$ cat src/rtl/dwo_pkg.sv
// Shared types, register indexes and CORDIC constants for the wheel odometry unit
package dwo_pkg;

  localparam int unsigned CFG_IDX_W = 3;
  localparam int unsigned CFG_DATA_W = 32;

  typedef enum logic [CFG_IDX_W-1:0] {
    CFG_PULSE_WRAP = 3'd0,
    CFG_DIST_PER_PULSE = 3'd1,
    CFG_YAW_PER_DIFF = 3'd2,
    CFG_START_X = 3'd3,
    CFG_START_Y = 3'd4,
    CFG_START_YAW = 3'd5
  } cfg_idx_t;

  typedef enum logic [1:0] {
    DIR_NONE = 2'd0,
    DIR_FWD = 2'd1,
    DIR_BWD = 2'd2
  } dir_t;

  localparam logic CMD_RESTART = 1'b1;

  typedef enum logic [2:0] {
    ST_IDLE,
    ST_MUL1,
    ST_TRIG,
    ST_MUL2,
    ST_OUT
  } state_t;

  typedef struct packed {
    logic mul1_start;
    logic trig_start;
    logic mul2_start;
    logic pose_upd;
    logic out_load;
  } ctrl_t;

  localparam int unsigned DELTA_W = 18;
  localparam int unsigned SUM_W = 19;
  localparam int unsigned TRIG_W = 34;
  localparam int unsigned DIST_W = 34;
  localparam int unsigned ZW = 33;
  localparam logic [31:0] CORDIC_K = 32'h26DD3B6A;

  function automatic logic [31:0] atan_lut(input logic [4:0] idx);
    logic [31:0] v;
    case (idx)
      5'd0: v = 32'h20000000;
      5'd1: v = 32'h12E4051E;
      5'd2: v = 32'h09FB385B;
      5'd3: v = 32'h051111D4;
      5'd4: v = 32'h028B0D43;
      5'd5: v = 32'h0145D7E1;
      5'd6: v = 32'h00A2F61E;
      5'd7: v = 32'h00517C55;
      5'd8: v = 32'h0028BE53;
      5'd9: v = 32'h00145F2F;
      5'd10: v = 32'h000A2F98;
      5'd11: v = 32'h000517CC;
      5'd12: v = 32'h00028BE6;
      5'd13: v = 32'h000145F3;
      5'd14: v = 32'h0000A2FA;
      5'd15: v = 32'h0000517D;
      5'd16: v = 32'h000028BE;
      5'd17: v = 32'h0000145F;
      5'd18: v = 32'h00000A30;
      5'd19: v = 32'h00000518;
      5'd20: v = 32'h0000028C;
      5'd21: v = 32'h00000146;
      5'd22: v = 32'h000000A3;
      5'd23: v = 32'h00000051;
      default: v = 32'h00000000;
    endcase
    return v;
  endfunction

endpackage

$ cat src/rtl/dwo_if.sv
// Valid/ready channel interfaces for samples and pose results
interface dwo_in_if;
  logic valid;
  logic ready;
  logic command;
  logic [15:0] left_pulse;
  logic [15:0] right_pulse;
  logic [1:0] direction;
  modport source (output valid, command, left_pulse, right_pulse, direction, input ready);
  modport sink (input valid, command, left_pulse, right_pulse, direction, output ready);
endinterface

interface dwo_out_if;
  logic valid;
  logic ready;
  logic signed [31:0] pos_x;
  logic signed [31:0] pos_y;
  logic [15:0] heading;
  modport source (output valid, pos_x, pos_y, heading, input ready);
  modport sink (input valid, pos_x, pos_y, heading, output ready);
endinterface

$ cat src/rtl/dwo_sermul.sv
// Bit-serial shift-add multiplier, one multiplier bit per cycle
module dwo_sermul #(
  parameter int unsigned AW = 19,
  parameter int unsigned BW = 16,
  parameter bit B_SIGNED = 1'b0
) (
  input  logic                 clk,
  input  logic                 rst_n,
  input  logic                 start,
  input  logic signed [AW-1:0] a,
  input  logic [BW-1:0]        b,
  output logic                 done,
  output logic [AW+BW:0]       prod
);

  localparam int unsigned CW = $clog2(BW);

  logic signed [AW:0]   acc_r, acc_nxt;
  logic [BW-1:0]        lo_r, lo_nxt;
  logic signed [AW-1:0] a_r;
  logic [CW-1:0]        cnt_r, cnt_nxt;
  logic                 busy_r, busy_nxt;
  logic                 done_r, done_nxt;
  logic signed [AW+1:0] addend;
  logic signed [AW+1:0] sum;
  logic                 last;

  always_comb begin
    last = (cnt_r == CW'(BW - 1));
    if (!lo_r[0]) begin
      addend = '0;
    end else if (B_SIGNED && last) begin
      addend = -(AW+2)'(a_r);
    end else begin
      addend = (AW+2)'(a_r);
    end
    sum = (AW+2)'(acc_r) + addend;
    acc_nxt = acc_r;
    lo_nxt = lo_r;
    cnt_nxt = cnt_r;
    busy_nxt = busy_r;
    done_nxt = 1'b0;
    if (start) begin
      acc_nxt = '0;
      lo_nxt = b;
      cnt_nxt = '0;
      busy_nxt = 1'b1;
    end else if (busy_r) begin
      acc_nxt = sum[AW+1:1];
      lo_nxt = {sum[0], lo_r[BW-1:1]};
      cnt_nxt = cnt_r + CW'(1);
      if (last) begin
        busy_nxt = 1'b0;
        done_nxt = 1'b1;
      end
    end
  end

  always_ff @(posedge clk) begin
    if (!rst_n) begin
      busy_r <= 1'b0;
      done_r <= 1'b0;
      cnt_r <= '0;
    end else begin
      busy_r <= busy_nxt;
      done_r <= done_nxt;
      cnt_r <= cnt_nxt;
    end
    acc_r <= acc_nxt;
    lo_r <= lo_nxt;
    if (start) begin
      a_r <= a;
    end
  end

  assign done = done_r;
  assign prod = {acc_r, lo_r};

endmodule

$ cat src/rtl/dwo_cordic.sv
// Iterative CORDIC for cosine and sine of a binary angle, one rotation per cycle
module dwo_cordic #(
  parameter int unsigned CORDIC_STEPS = 16
) (
  input  logic                               clk,
  input  logic                               rst_n,
  input  logic                               start,
  input  logic [15:0]                        ang,
  output logic                               done,
  output logic signed [dwo_pkg::TRIG_W-1:0]  cos_o,
  output logic signed [dwo_pkg::TRIG_W-1:0]  sin_o
);

  localparam int unsigned TW = dwo_pkg::TRIG_W;
  localparam int unsigned ZW = dwo_pkg::ZW;
  localparam int unsigned SW = $clog2(CORDIC_STEPS);

  logic signed [TW-1:0] x_r, y_r, x_nxt, y_nxt;
  logic signed [ZW-1:0] z_r, z_nxt;
  logic [SW-1:0]        i_r, i_nxt;
  logic                 busy_r, busy_nxt, done_r, done_nxt, flip_r, flip_nxt;
  logic signed [TW-1:0] xs, ys;
  logic signed [ZW-1:0] at;
  logic                 flip;
  logic [31:0]          a0;

  always_comb begin
    flip = (ang[15:14] == 2'd1) || (ang[15:14] == 2'd2);
    a0 = {ang ^ {flip, 15'b0}, 16'b0};
    xs = x_r >>> i_r;
    ys = y_r >>> i_r;
    at = $signed({1'b0, dwo_pkg::atan_lut(5'(i_r))});
    x_nxt = x_r;
    y_nxt = y_r;
    z_nxt = z_r;
    i_nxt = i_r;
    busy_nxt = busy_r;
    flip_nxt = flip_r;
    done_nxt = 1'b0;
    if (start) begin
      x_nxt = TW'(dwo_pkg::CORDIC_K);
      y_nxt = '0;
      z_nxt = $signed({a0[31], a0});
      i_nxt = '0;
      flip_nxt = flip;
      busy_nxt = 1'b1;
    end else if (busy_r) begin
      if (!z_r[ZW-1]) begin
        x_nxt = x_r - ys;
        y_nxt = y_r + xs;
        z_nxt = z_r - at;
      end else begin
        x_nxt = x_r + ys;
        y_nxt = y_r - xs;
        z_nxt = z_r + at;
      end
      i_nxt = i_r + SW'(1);
      if (i_r == SW'(CORDIC_STEPS - 1)) begin
        busy_nxt = 1'b0;
        done_nxt = 1'b1;
      end
    end
  end

  always_ff @(posedge clk) begin
    if (!rst_n) begin
      busy_r <= 1'b0;
      done_r <= 1'b0;
      i_r <= '0;
    end else begin
      busy_r <= busy_nxt;
      done_r <= done_nxt;
      i_r <= i_nxt;
    end
    x_r <= x_nxt;
    y_r <= y_nxt;
    z_r <= z_nxt;
    flip_r <= flip_nxt;
  end

  assign done = done_r;
  assign cos_o = flip_r ? -x_r : x_r;
  assign sin_o = flip_r ? -y_r : y_r;

endmodule

$ cat src/rtl/differential_wheel_odometry_unit.sv
// Top level of the differential wheel odometry unit
// Use: each transfer on in_chan carries a command, two wheel pulse counter
// readings and a drive direction. A pulse sample (command 0) moves the tracked
// pose; a restart (command 1) reloads the configured start pose and clears the
// stored readings and deltas. Every input transfer gives exactly one transfer
// on out_chan with pos_x, pos_y and heading after that step.
// Registers are written through cfg_we, cfg_index and cfg_data; the user
// must write them only while idle, as the block itself does not enforce it.
// A restart goes from its transfer to ST_OUT and then into the output
// register. A pulse sample passes the serial distance and yaw multipliers,
// the CORDIC, and the serial position multipliers with the pose update at
// their end, then ST_OUT and the output register. One item is worked on at
// a time and the next transfer is taken in the cycle after the result is
// loaded; a pulse sample's time is set by the two serial multiplier passes
// and the CORDIC iterations. The result sits in an output register: a new
// item is taken while it waits, and that item's result holds back until the
// register is free. Reset (synchronous, active low) restores the register
// reset values, the zero pose and clears all stored readings and deltas.
module differential_wheel_odometry_unit #(
  parameter int unsigned CORDIC_STEPS = 16
) (
  input  logic                              clk,
  input  logic                              rst_n,
  dwo_in_if.sink                            in_chan,
  dwo_out_if.source                         out_chan,
  input  logic                              cfg_we,
  input  logic [dwo_pkg::CFG_IDX_W-1:0]     cfg_index,
  input  logic [dwo_pkg::CFG_DATA_W-1:0]    cfg_data
);

  localparam int unsigned DW = dwo_pkg::DELTA_W;
  localparam int unsigned SW = dwo_pkg::SUM_W;
  localparam int unsigned TW = dwo_pkg::TRIG_W;
  localparam int unsigned LW = dwo_pkg::DIST_W;

  logic [16:0] pulse_wrap_r;
  logic [15:0] dpp_r, ypd_r, start_yaw_r;
  logic [31:0] start_x_r, start_y_r;

  logic [15:0]   prev_l_r, prev_r_r;
  logic [DW-1:0] pdl_r, pdr_r;
  logic [31:0]   x_acc_r, y_acc_r;
  logic [15:0]   yaw_acc_r;

  dwo_pkg::state_t state_r, state_nxt;
  dwo_pkg::ctrl_t  ctrl;

  logic              acc_in;
  logic [DW-1:0]     dl, dr;
  logic signed [SW-1:0] sum_lr, diff_lr;
  logic              mul_d_done, mul_y_done, trig_done, mul_x_done, mul_s_done;
  logic [SW+16:0]    prod_d, prod_y;
  logic signed [TW-1:0] cos_v, sin_v;
  logic [TW+LW:0]    prod_x, prod_s;
  logic [15:0]       dyaw, half, mid;
  logic signed [LW-1:0] travel;

  logic              out_valid_r;
  logic [31:0]       out_x_r, out_y_r;
  logic [15:0]       out_yaw_r;

  function automatic logic [DW-1:0] wheel_delta(
    input logic [15:0] cur, input logic [15:0] prv, input logic [DW-1:0] pdel,
    input logic [16:0] wrap, input logic [1:0] dir);
    logic [DW:0] raw;
    logic [DW-1:0] v;
    raw = {3'b0, cur} - {3'b0, prv} + ((cur < prv) ? {2'b0, wrap} : '0);
    if ((pdel == '0) && (prv == '0)) begin
      v = '0;
    end else if (dir == dwo_pkg::DIR_FWD) begin
      v = raw[DW-1:0];
    end else if (dir == dwo_pkg::DIR_BWD) begin
      v = -raw[DW-1:0];
    end else begin
      v = '0;
    end
    return v;
  endfunction

  assign acc_in = in_chan.valid && in_chan.ready;
  assign in_chan.ready = (state_r == dwo_pkg::ST_IDLE);

  always_comb begin
    dl = wheel_delta(in_chan.left_pulse, prev_l_r, pdl_r, pulse_wrap_r, in_chan.direction);
    dr = wheel_delta(in_chan.right_pulse, prev_r_r, pdr_r, pulse_wrap_r, in_chan.direction);
    sum_lr = $signed({dl[DW-1], dl}) + $signed({dr[DW-1], dr});
    diff_lr = $signed({dr[DW-1], dr}) - $signed({dl[DW-1], dl});
  end

  always_comb begin
    state_nxt = state_r;
    case (state_r)
      dwo_pkg::ST_IDLE: begin
        if (acc_in) begin
          state_nxt = (in_chan.command == dwo_pkg::CMD_RESTART) ?
                      dwo_pkg::ST_OUT : dwo_pkg::ST_MUL1;
        end
      end
      dwo_pkg::ST_MUL1: if (mul_d_done) state_nxt = dwo_pkg::ST_TRIG;
      dwo_pkg::ST_TRIG: if (trig_done) state_nxt = dwo_pkg::ST_MUL2;
      dwo_pkg::ST_MUL2: if (mul_x_done) state_nxt = dwo_pkg::ST_OUT;
      dwo_pkg::ST_OUT: if (!out_valid_r || out_chan.ready) state_nxt = dwo_pkg::ST_IDLE;
      default: state_nxt = dwo_pkg::ST_IDLE;
    endcase
  end

  always_comb begin
    ctrl = '0;
    case (state_r)
      dwo_pkg::ST_IDLE: ctrl.mul1_start = acc_in && (in_chan.command != dwo_pkg::CMD_RESTART);
      dwo_pkg::ST_MUL1: ctrl.trig_start = mul_d_done;
      dwo_pkg::ST_TRIG: ctrl.mul2_start = trig_done;
      dwo_pkg::ST_MUL2: ctrl.pose_upd = mul_x_done;
      dwo_pkg::ST_OUT: ctrl.out_load = !out_valid_r || out_chan.ready;
      default: ctrl = '0;
    endcase
  end

  dwo_sermul #(.AW(SW), .BW(16), .B_SIGNED(1'b0)) u_mul_d (
    .clk(clk), .rst_n(rst_n), .start(ctrl.mul1_start), .a(sum_lr), .b(dpp_r),
    .done(mul_d_done), .prod(prod_d));

  dwo_sermul #(.AW(SW), .BW(16), .B_SIGNED(1'b0)) u_mul_y (
    .clk(clk), .rst_n(rst_n), .start(ctrl.mul1_start), .a(diff_lr), .b(ypd_r),
    .done(mul_y_done), .prod(prod_y));

  assign travel = $signed(prod_d[LW:1]);
  assign dyaw = prod_y[23:8];
  assign half = prod_y[24:9];
  assign mid = yaw_acc_r + half;

  dwo_cordic #(.CORDIC_STEPS(CORDIC_STEPS)) u_cordic (
    .clk(clk), .rst_n(rst_n), .start(ctrl.trig_start), .ang(mid),
    .done(trig_done), .cos_o(cos_v), .sin_o(sin_v));

  dwo_sermul #(.AW(TW), .BW(LW), .B_SIGNED(1'b1)) u_mul_x (
    .clk(clk), .rst_n(rst_n), .start(ctrl.mul2_start), .a(cos_v), .b(travel),
    .done(mul_x_done), .prod(prod_x));

  dwo_sermul #(.AW(TW), .BW(LW), .B_SIGNED(1'b1)) u_mul_s (
    .clk(clk), .rst_n(rst_n), .start(ctrl.mul2_start), .a(sin_v), .b(travel),
    .done(mul_s_done), .prod(prod_s));

  always_ff @(posedge clk) begin
    if (!rst_n) begin
      state_r <= dwo_pkg::ST_IDLE;
      pulse_wrap_r <= 17'd1024;
      dpp_r <= 16'd1311;
      ypd_r <= 16'd256;
      start_x_r <= '0;
      start_y_r <= '0;
      start_yaw_r <= '0;
      prev_l_r <= '0;
      prev_r_r <= '0;
      pdl_r <= '0;
      pdr_r <= '0;
      x_acc_r <= '0;
      y_acc_r <= '0;
      yaw_acc_r <= '0;
      out_valid_r <= 1'b0;
    end else begin
      state_r <= state_nxt;
      if (cfg_we) begin
        case (cfg_index)
          dwo_pkg::CFG_PULSE_WRAP: pulse_wrap_r <= cfg_data[16:0];
          dwo_pkg::CFG_DIST_PER_PULSE: dpp_r <= cfg_data[15:0];
          dwo_pkg::CFG_YAW_PER_DIFF: ypd_r <= cfg_data[15:0];
          dwo_pkg::CFG_START_X: start_x_r <= cfg_data;
          dwo_pkg::CFG_START_Y: start_y_r <= cfg_data;
          dwo_pkg::CFG_START_YAW: start_yaw_r <= cfg_data[15:0];
          default: ;
        endcase
      end
      if (acc_in) begin
        if (in_chan.command == dwo_pkg::CMD_RESTART) begin
          prev_l_r <= '0;
          prev_r_r <= '0;
          pdl_r <= '0;
          pdr_r <= '0;
          x_acc_r <= start_x_r;
          y_acc_r <= start_y_r;
          yaw_acc_r <= start_yaw_r;
        end else begin
          prev_l_r <= in_chan.left_pulse;
          prev_r_r <= in_chan.right_pulse;
          pdl_r <= dl;
          pdr_r <= dr;
        end
      end
      if (ctrl.pose_upd) begin
        x_acc_r <= x_acc_r + prod_x[61:30];
        y_acc_r <= y_acc_r + prod_s[61:30];
        yaw_acc_r <= yaw_acc_r + dyaw;
      end
      if (ctrl.out_load) begin
        out_valid_r <= 1'b1;
      end else if (out_chan.ready) begin
        out_valid_r <= 1'b0;
      end
    end
    if (ctrl.out_load) begin
      out_x_r <= x_acc_r;
      out_y_r <= y_acc_r;
      out_yaw_r <= yaw_acc_r;
    end
  end

  assign out_chan.valid = out_valid_r;
  assign out_chan.pos_x = $signed(out_x_r);
  assign out_chan.pos_y = $signed(out_y_r);
  assign out_chan.heading = out_yaw_r;

`ifndef SYNTHESIS
  a_restart_to_out: assert property (@(posedge clk) disable iff (!rst_n)
    (acc_in && in_chan.command == dwo_pkg::CMD_RESTART) |=> (state_r == dwo_pkg::ST_OUT))
    else $error("restart did not go straight to output");
  a_mul_pair: assert property (@(posedge clk) disable iff (!rst_n)
    (mul_d_done == mul_y_done) && (mul_x_done == mul_s_done))
    else $error("paired serial multipliers out of step");
  a_trig_in_state: assert property (@(posedge clk) disable iff (!rst_n)
    trig_done |-> (state_r == dwo_pkg::ST_TRIG))
    else $error("CORDIC finished outside its state");
  a_out_from_load: assert property (@(posedge clk) disable iff (!rst_n)
    $rose(out_valid_r) |-> $past(state_r == dwo_pkg::ST_OUT))
    else $error("result raised without a load");
`endif

endmodule
$ cat src/flat_wrapper.sv
// flat-port wrapper written by rule: the top's interface ports become plain ports
module differential_wheel_odometry_unit_flat 
#(
  parameter int unsigned CORDIC_STEPS = 16
)
  (clk, rst_n, cfg_we, cfg_index, cfg_data, in_chan_valid, in_chan_command, in_chan_left_pulse, in_chan_right_pulse, in_chan_direction, in_chan_ready, out_chan_valid, out_chan_pos_x, out_chan_pos_y, out_chan_heading, out_chan_ready);
  dwo_in_if in_chan_i ();
  dwo_out_if out_chan_i ();
  input  logic clk;
  input  logic rst_n;
  input  logic cfg_we;
  input  logic [dwo_pkg::CFG_IDX_W-1:0] cfg_index;
  input  logic [dwo_pkg::CFG_DATA_W-1:0] cfg_data;
  input wire logic [$bits(in_chan_i.valid)-1:0] in_chan_valid;
  input wire logic [$bits(in_chan_i.command)-1:0] in_chan_command;
  input wire logic [$bits(in_chan_i.left_pulse)-1:0] in_chan_left_pulse;
  input wire logic [$bits(in_chan_i.right_pulse)-1:0] in_chan_right_pulse;
  input wire logic [$bits(in_chan_i.direction)-1:0] in_chan_direction;
  output wire logic [$bits(in_chan_i.ready)-1:0] in_chan_ready;
  output wire logic [$bits(out_chan_i.valid)-1:0] out_chan_valid;
  output wire logic [$bits(out_chan_i.pos_x)-1:0] out_chan_pos_x;
  output wire logic [$bits(out_chan_i.pos_y)-1:0] out_chan_pos_y;
  output wire logic [$bits(out_chan_i.heading)-1:0] out_chan_heading;
  input wire logic [$bits(out_chan_i.ready)-1:0] out_chan_ready;
  assign in_chan_i.valid = in_chan_valid;
  assign in_chan_i.command = in_chan_command;
  assign in_chan_i.left_pulse = in_chan_left_pulse;
  assign in_chan_i.right_pulse = in_chan_right_pulse;
  assign in_chan_i.direction = in_chan_direction;
  assign in_chan_ready = in_chan_i.ready;
  assign out_chan_valid = out_chan_i.valid;
  assign out_chan_pos_x = out_chan_i.pos_x;
  assign out_chan_pos_y = out_chan_i.pos_y;
  assign out_chan_heading = out_chan_i.heading;
  assign out_chan_i.ready = out_chan_ready;
  differential_wheel_odometry_unit #(.CORDIC_STEPS(CORDIC_STEPS)) u_core (.clk(clk), .rst_n(rst_n), .in_chan(in_chan_i), .out_chan(out_chan_i), .cfg_we(cfg_we), .cfg_index(cfg_index), .cfg_data(cfg_data));
endmodule
$ cat config.mk
export PLATFORM = sky130hd
export DESIGN_NAME = differential_wheel_odometry_unit_flat
export DESIGN_NICKNAME = d
export VERILOG_FILES = /design/src/rtl/dwo_pkg.sv /design/src/rtl/dwo_if.sv /design/src/rtl/dwo_sermul.sv /design/src/rtl/dwo_cordic.sv /design/src/rtl/differential_wheel_odometry_unit.sv /design/src/flat_wrapper.sv
export SDC_FILE = /design/constraint.sdc
export NUM_CORES = 2
export LEC_CHECK = 0
export BUFFER_PORTS_ARGS = -buffer_cell sky130_fd_sc_hd__clkbuf_2
export CAP_MARGIN = 20
export CORE_UTILIZATION = 30
export DETAILED_ROUTE_END_ITERATION = 6
export HOLD_SLACK_MARGIN = 0.15
export SLEW_MARGIN = 10
export SYNTH_ARGS = -nofsm -noshare
export SYNTH_HDL_FRONTEND = slang
export SYNTH_SLANG_ARGS = --single-unit
$ cat constraint.sdc
create_clock -name clk -period 14.7 [get_ports clk]
set_input_delay 2.205 -clock clk [delete_from_list [all_inputs] [get_ports clk]]
set_output_delay 2.205 -clock clk [all_outputs]
set_load 0.01 [all_outputs]
==> reports/metrics.yaml <==
yosys_warnings: 0
via_per_inst: 5.258
die_w_um: 447.3
crit_arrival_ns: 9.85
skew_ns: 0.03646
required_ns: 15.15
yosysMostFrequentCell: "nand2_1"
syn_area_mm2: 0.05949
grt_pass1_vias: 47960
crit_path_start: "in_chan_left_pulse[1]"
clock_path_buffers: 3
synth_edf_count: 303
grt_pass1_wl_um: 283200
rows: 163
drt_iter0_markers: 3921
grt_remaining_overflow: 0
antenna_found_initial: 20
routedWlPerCell_um: 19.08
htree_levels: 3
yosys-top-cells-count: "932 x nand2_1, 654 x nor2_1, 596 x a21oi_1"
critPathSlowestCell: "o41ai_1"
slowest_delay_ns: 0.78
hold_violations: 0
syn_to_final_growth_pct: 10.79
initial_core_util_pct: 30.16
syn-num-nets: 7493
path_common_cell: "o21ai_0"
clockRootBuffer: "clkbuf_16"
ir_drop_v: 0.00008682
outcome: "complete, no violations"
crit_path_max_fanout: 18
worst_pin_slew_ns: 1.079
firstDrtPassIters: 5
final_nets: 7459
synth_top_cell_by_area: "dfxtp_1"
drc: 0
coreArea_mm2: 0.1972
grt_max_degree: 101
power_density_mw_per_mm2: 121.0
async_flop_share_pct: 0
via_count: 50860
setup_viol: 0
avgSynthCellArea_um2: 8.527
crit_type: "in2reg"
synth-seq-cells: 840
syn_inst: 6976
max_freq_mhz: 106.4
slew_headroom_pct: 26.24
cts.hold.buffers_added: 0
grt_setup_unrepaired: "no"
track_usage_pct: 17.98
slew_viol_final: 0
seq_area_frac_synth_pct: 33.37
min_period_ns: 9.403
cts_resized: 0
wl_um: 184600
die_area_mm2: 0.2001
portBuffers: 156
io_pins: 157
cp-start-kind: "input port"
cts_tree: "yes"
dp_worst_setup_slack_ns: 4.663
cts_buffers: 94
power.leakage_uw: 0.02681
drt.antenna.violating_nets: 0
cts.sinks: 840
ys.flop_type: "dfxtp_1"
cap_violations: 0
final.fill_count: 20360
drive_gt1_share_pct: 8.216
hpwl_um: 137400
post_cts_buffers: 0
min_path_type: "reg2reg"
regToRegStartpoint: "u_core.prev_l_r[1]$_SDFFE_PN0P_"
ys_top_cells_by_area: "dfxtp_1 18%, edfxtp_1 15%, ha_1 8.9%"
multi_input_area_mm2: 0.03742
period_share_pct: 63.96
yosysUniqueCellTypes: 87
die_h_um: 447.3
fin_tns_setup_ns: 0
setup_slack_ns: 5.297
worstSetupEndpointType: "flop"
seq_area_mm2: 0.01987
insertion_delay_ns: 0.72
clk_pin_slew_ns: 0.06
gp_congestion: 0.9460
yosys.area.top_type_share_pct: 18.07
hp-start: "u_core.start_y_r[12]$_SDFFE_PN0P_"
[power by group]
| part | switching, µW | internal [µW] |
|---|---|---|
| registers | 339 | 2630 |
| logic | 1450 | 1130 |
| clock network | 1070 | 1360 |
| total | 2860 | 5120 |
[cell families (layout without fill, tap and decap cells)]
| kind of cell | after synthesis | in the layout | synth area share [%] |
|---|---|---|---|
| buffers and inverters | 580 | 627 | 3.803 |
| muxes | 349 | 349 | 7.606 |
| DFF | 840 | 840 | 33.37 |
| other | 0 | 9 | 0 |
| AOI/OAI and AO/OA | 1746 | 1746 | 18.41 |
| and+or+nand+nor | 2468 | 2468 | 19.18 |
| xor gates and xnor gates | 551 | 551 | 8.113 |
| adders and majority gates | 442 | 442 | 9.511 |
[worst max-delay path: cells and delay by family]
family / cells / cell delay (ns)
AO/OA/AOI/OAI: 17 / 4.76
buffers and inverters: 3 / 0.27
AND/OR/NAND/NOR: 6 / 1.27
XOR/XNOR: 1 / 0.08
adder cells (fa/ha/maj): 4 / 1.26
[per-layer routing]
metal | GRT usage, % | vias to the layer above | share of wire (%)
met5 | 0 | - | 0.0070
li1 | - | 24910 | -
met2 | 29.02 | 1282 | 46
met3 | 2.062 | 260 | 5.0
met4 | 9.426 | 2 | 5.1
met1 | 23.51 | 24400 | 44
[area by class of cell]
| type | count | share of cell area [%] |
|---|---|---|
| Antenna cell | 9 | 0.03417 |
| Clock buffer | 124 | 4.006 |
| Clock inverter | 53 | 0.7309 |
| Inverter | 235 | 1.361 |
| Multi-Input combinational cell | 5556 | 56.79 |
| Sequential cell | 840 | 30.15 |
| Tap cell | 2640 | 5.012 |
| Timing Repair Buffer | 215 | 1.918 |
[path summary, 6_finish.rpt]
check / end / slack (ns) / depth (start not counted)
worst max register to register: u_core.u_mul_y.a_r[16]$_DFFE_PP_ / 6.48 / 31
worst min-delay path: u_core.start_y_r[12]$_SDFFE_PN0P_ / 0.45 / 2
worst min register to register: u_core.start_y_r[12]$_SDFFE_PN0P_ / 0.45 / 2
worst max-delay path: u_core.u_mul_y.a_r[16]$_DFFE_PP_ / 5.30 / 31
[per-stage QoR]
step	cells	instance area [µm²]	hold WS [ns]	total power (µW)	util (%)
2_1_floorplan	6976	59490	0.4286	4883	-
3_3_place_gp	9479	62670	0.4399	5506	31.78
3_5_place_dp	9480	62670	0.4468	5557	31.78
4_1_cts	9657	65800	0.4549	8001	33.36
5_1_grt	9671	65900	0.4731	8427	33.42
6_report	9672	65900	0.4545	7975	33.42
[layout by cell type, fill, tap and decap left out, drive strengths merged, types with 59 or more instances in the layout]
cell,count
and2,165
nor3,133
xnor2,341
inv,237
dfxtp,537
ha,425
o21a,72
a21o,154
xor2,210
edfxtp,303
buf,59
mux4,76
mux2,64
mux2i,209
clkbuf,280
a21oi,597
nor2b,59
nand2,932
nand3,107
a31oi,64
a211oi,106
o21ai,349
nor2,654
nand2b,84
[flip-flops by register name, summed over array words and instances (netlist names), 34 cells and up]
signal / flops
u_core.u_mul_x.acc_r: 35
u_core.u_mul_x.lo_r: 34
u_core.u_mul_s.acc_r: 35
u_core.u_mul_s.lo_r: 34
u_core.u_cordic.x_r: 34
u_core.u_mul_s.a_r: 34
u_core.u_mul_x.a_r: 34
u_core.u_cordic.y_r: 34
No activity file was read; power rests on OpenSTA's default activity.
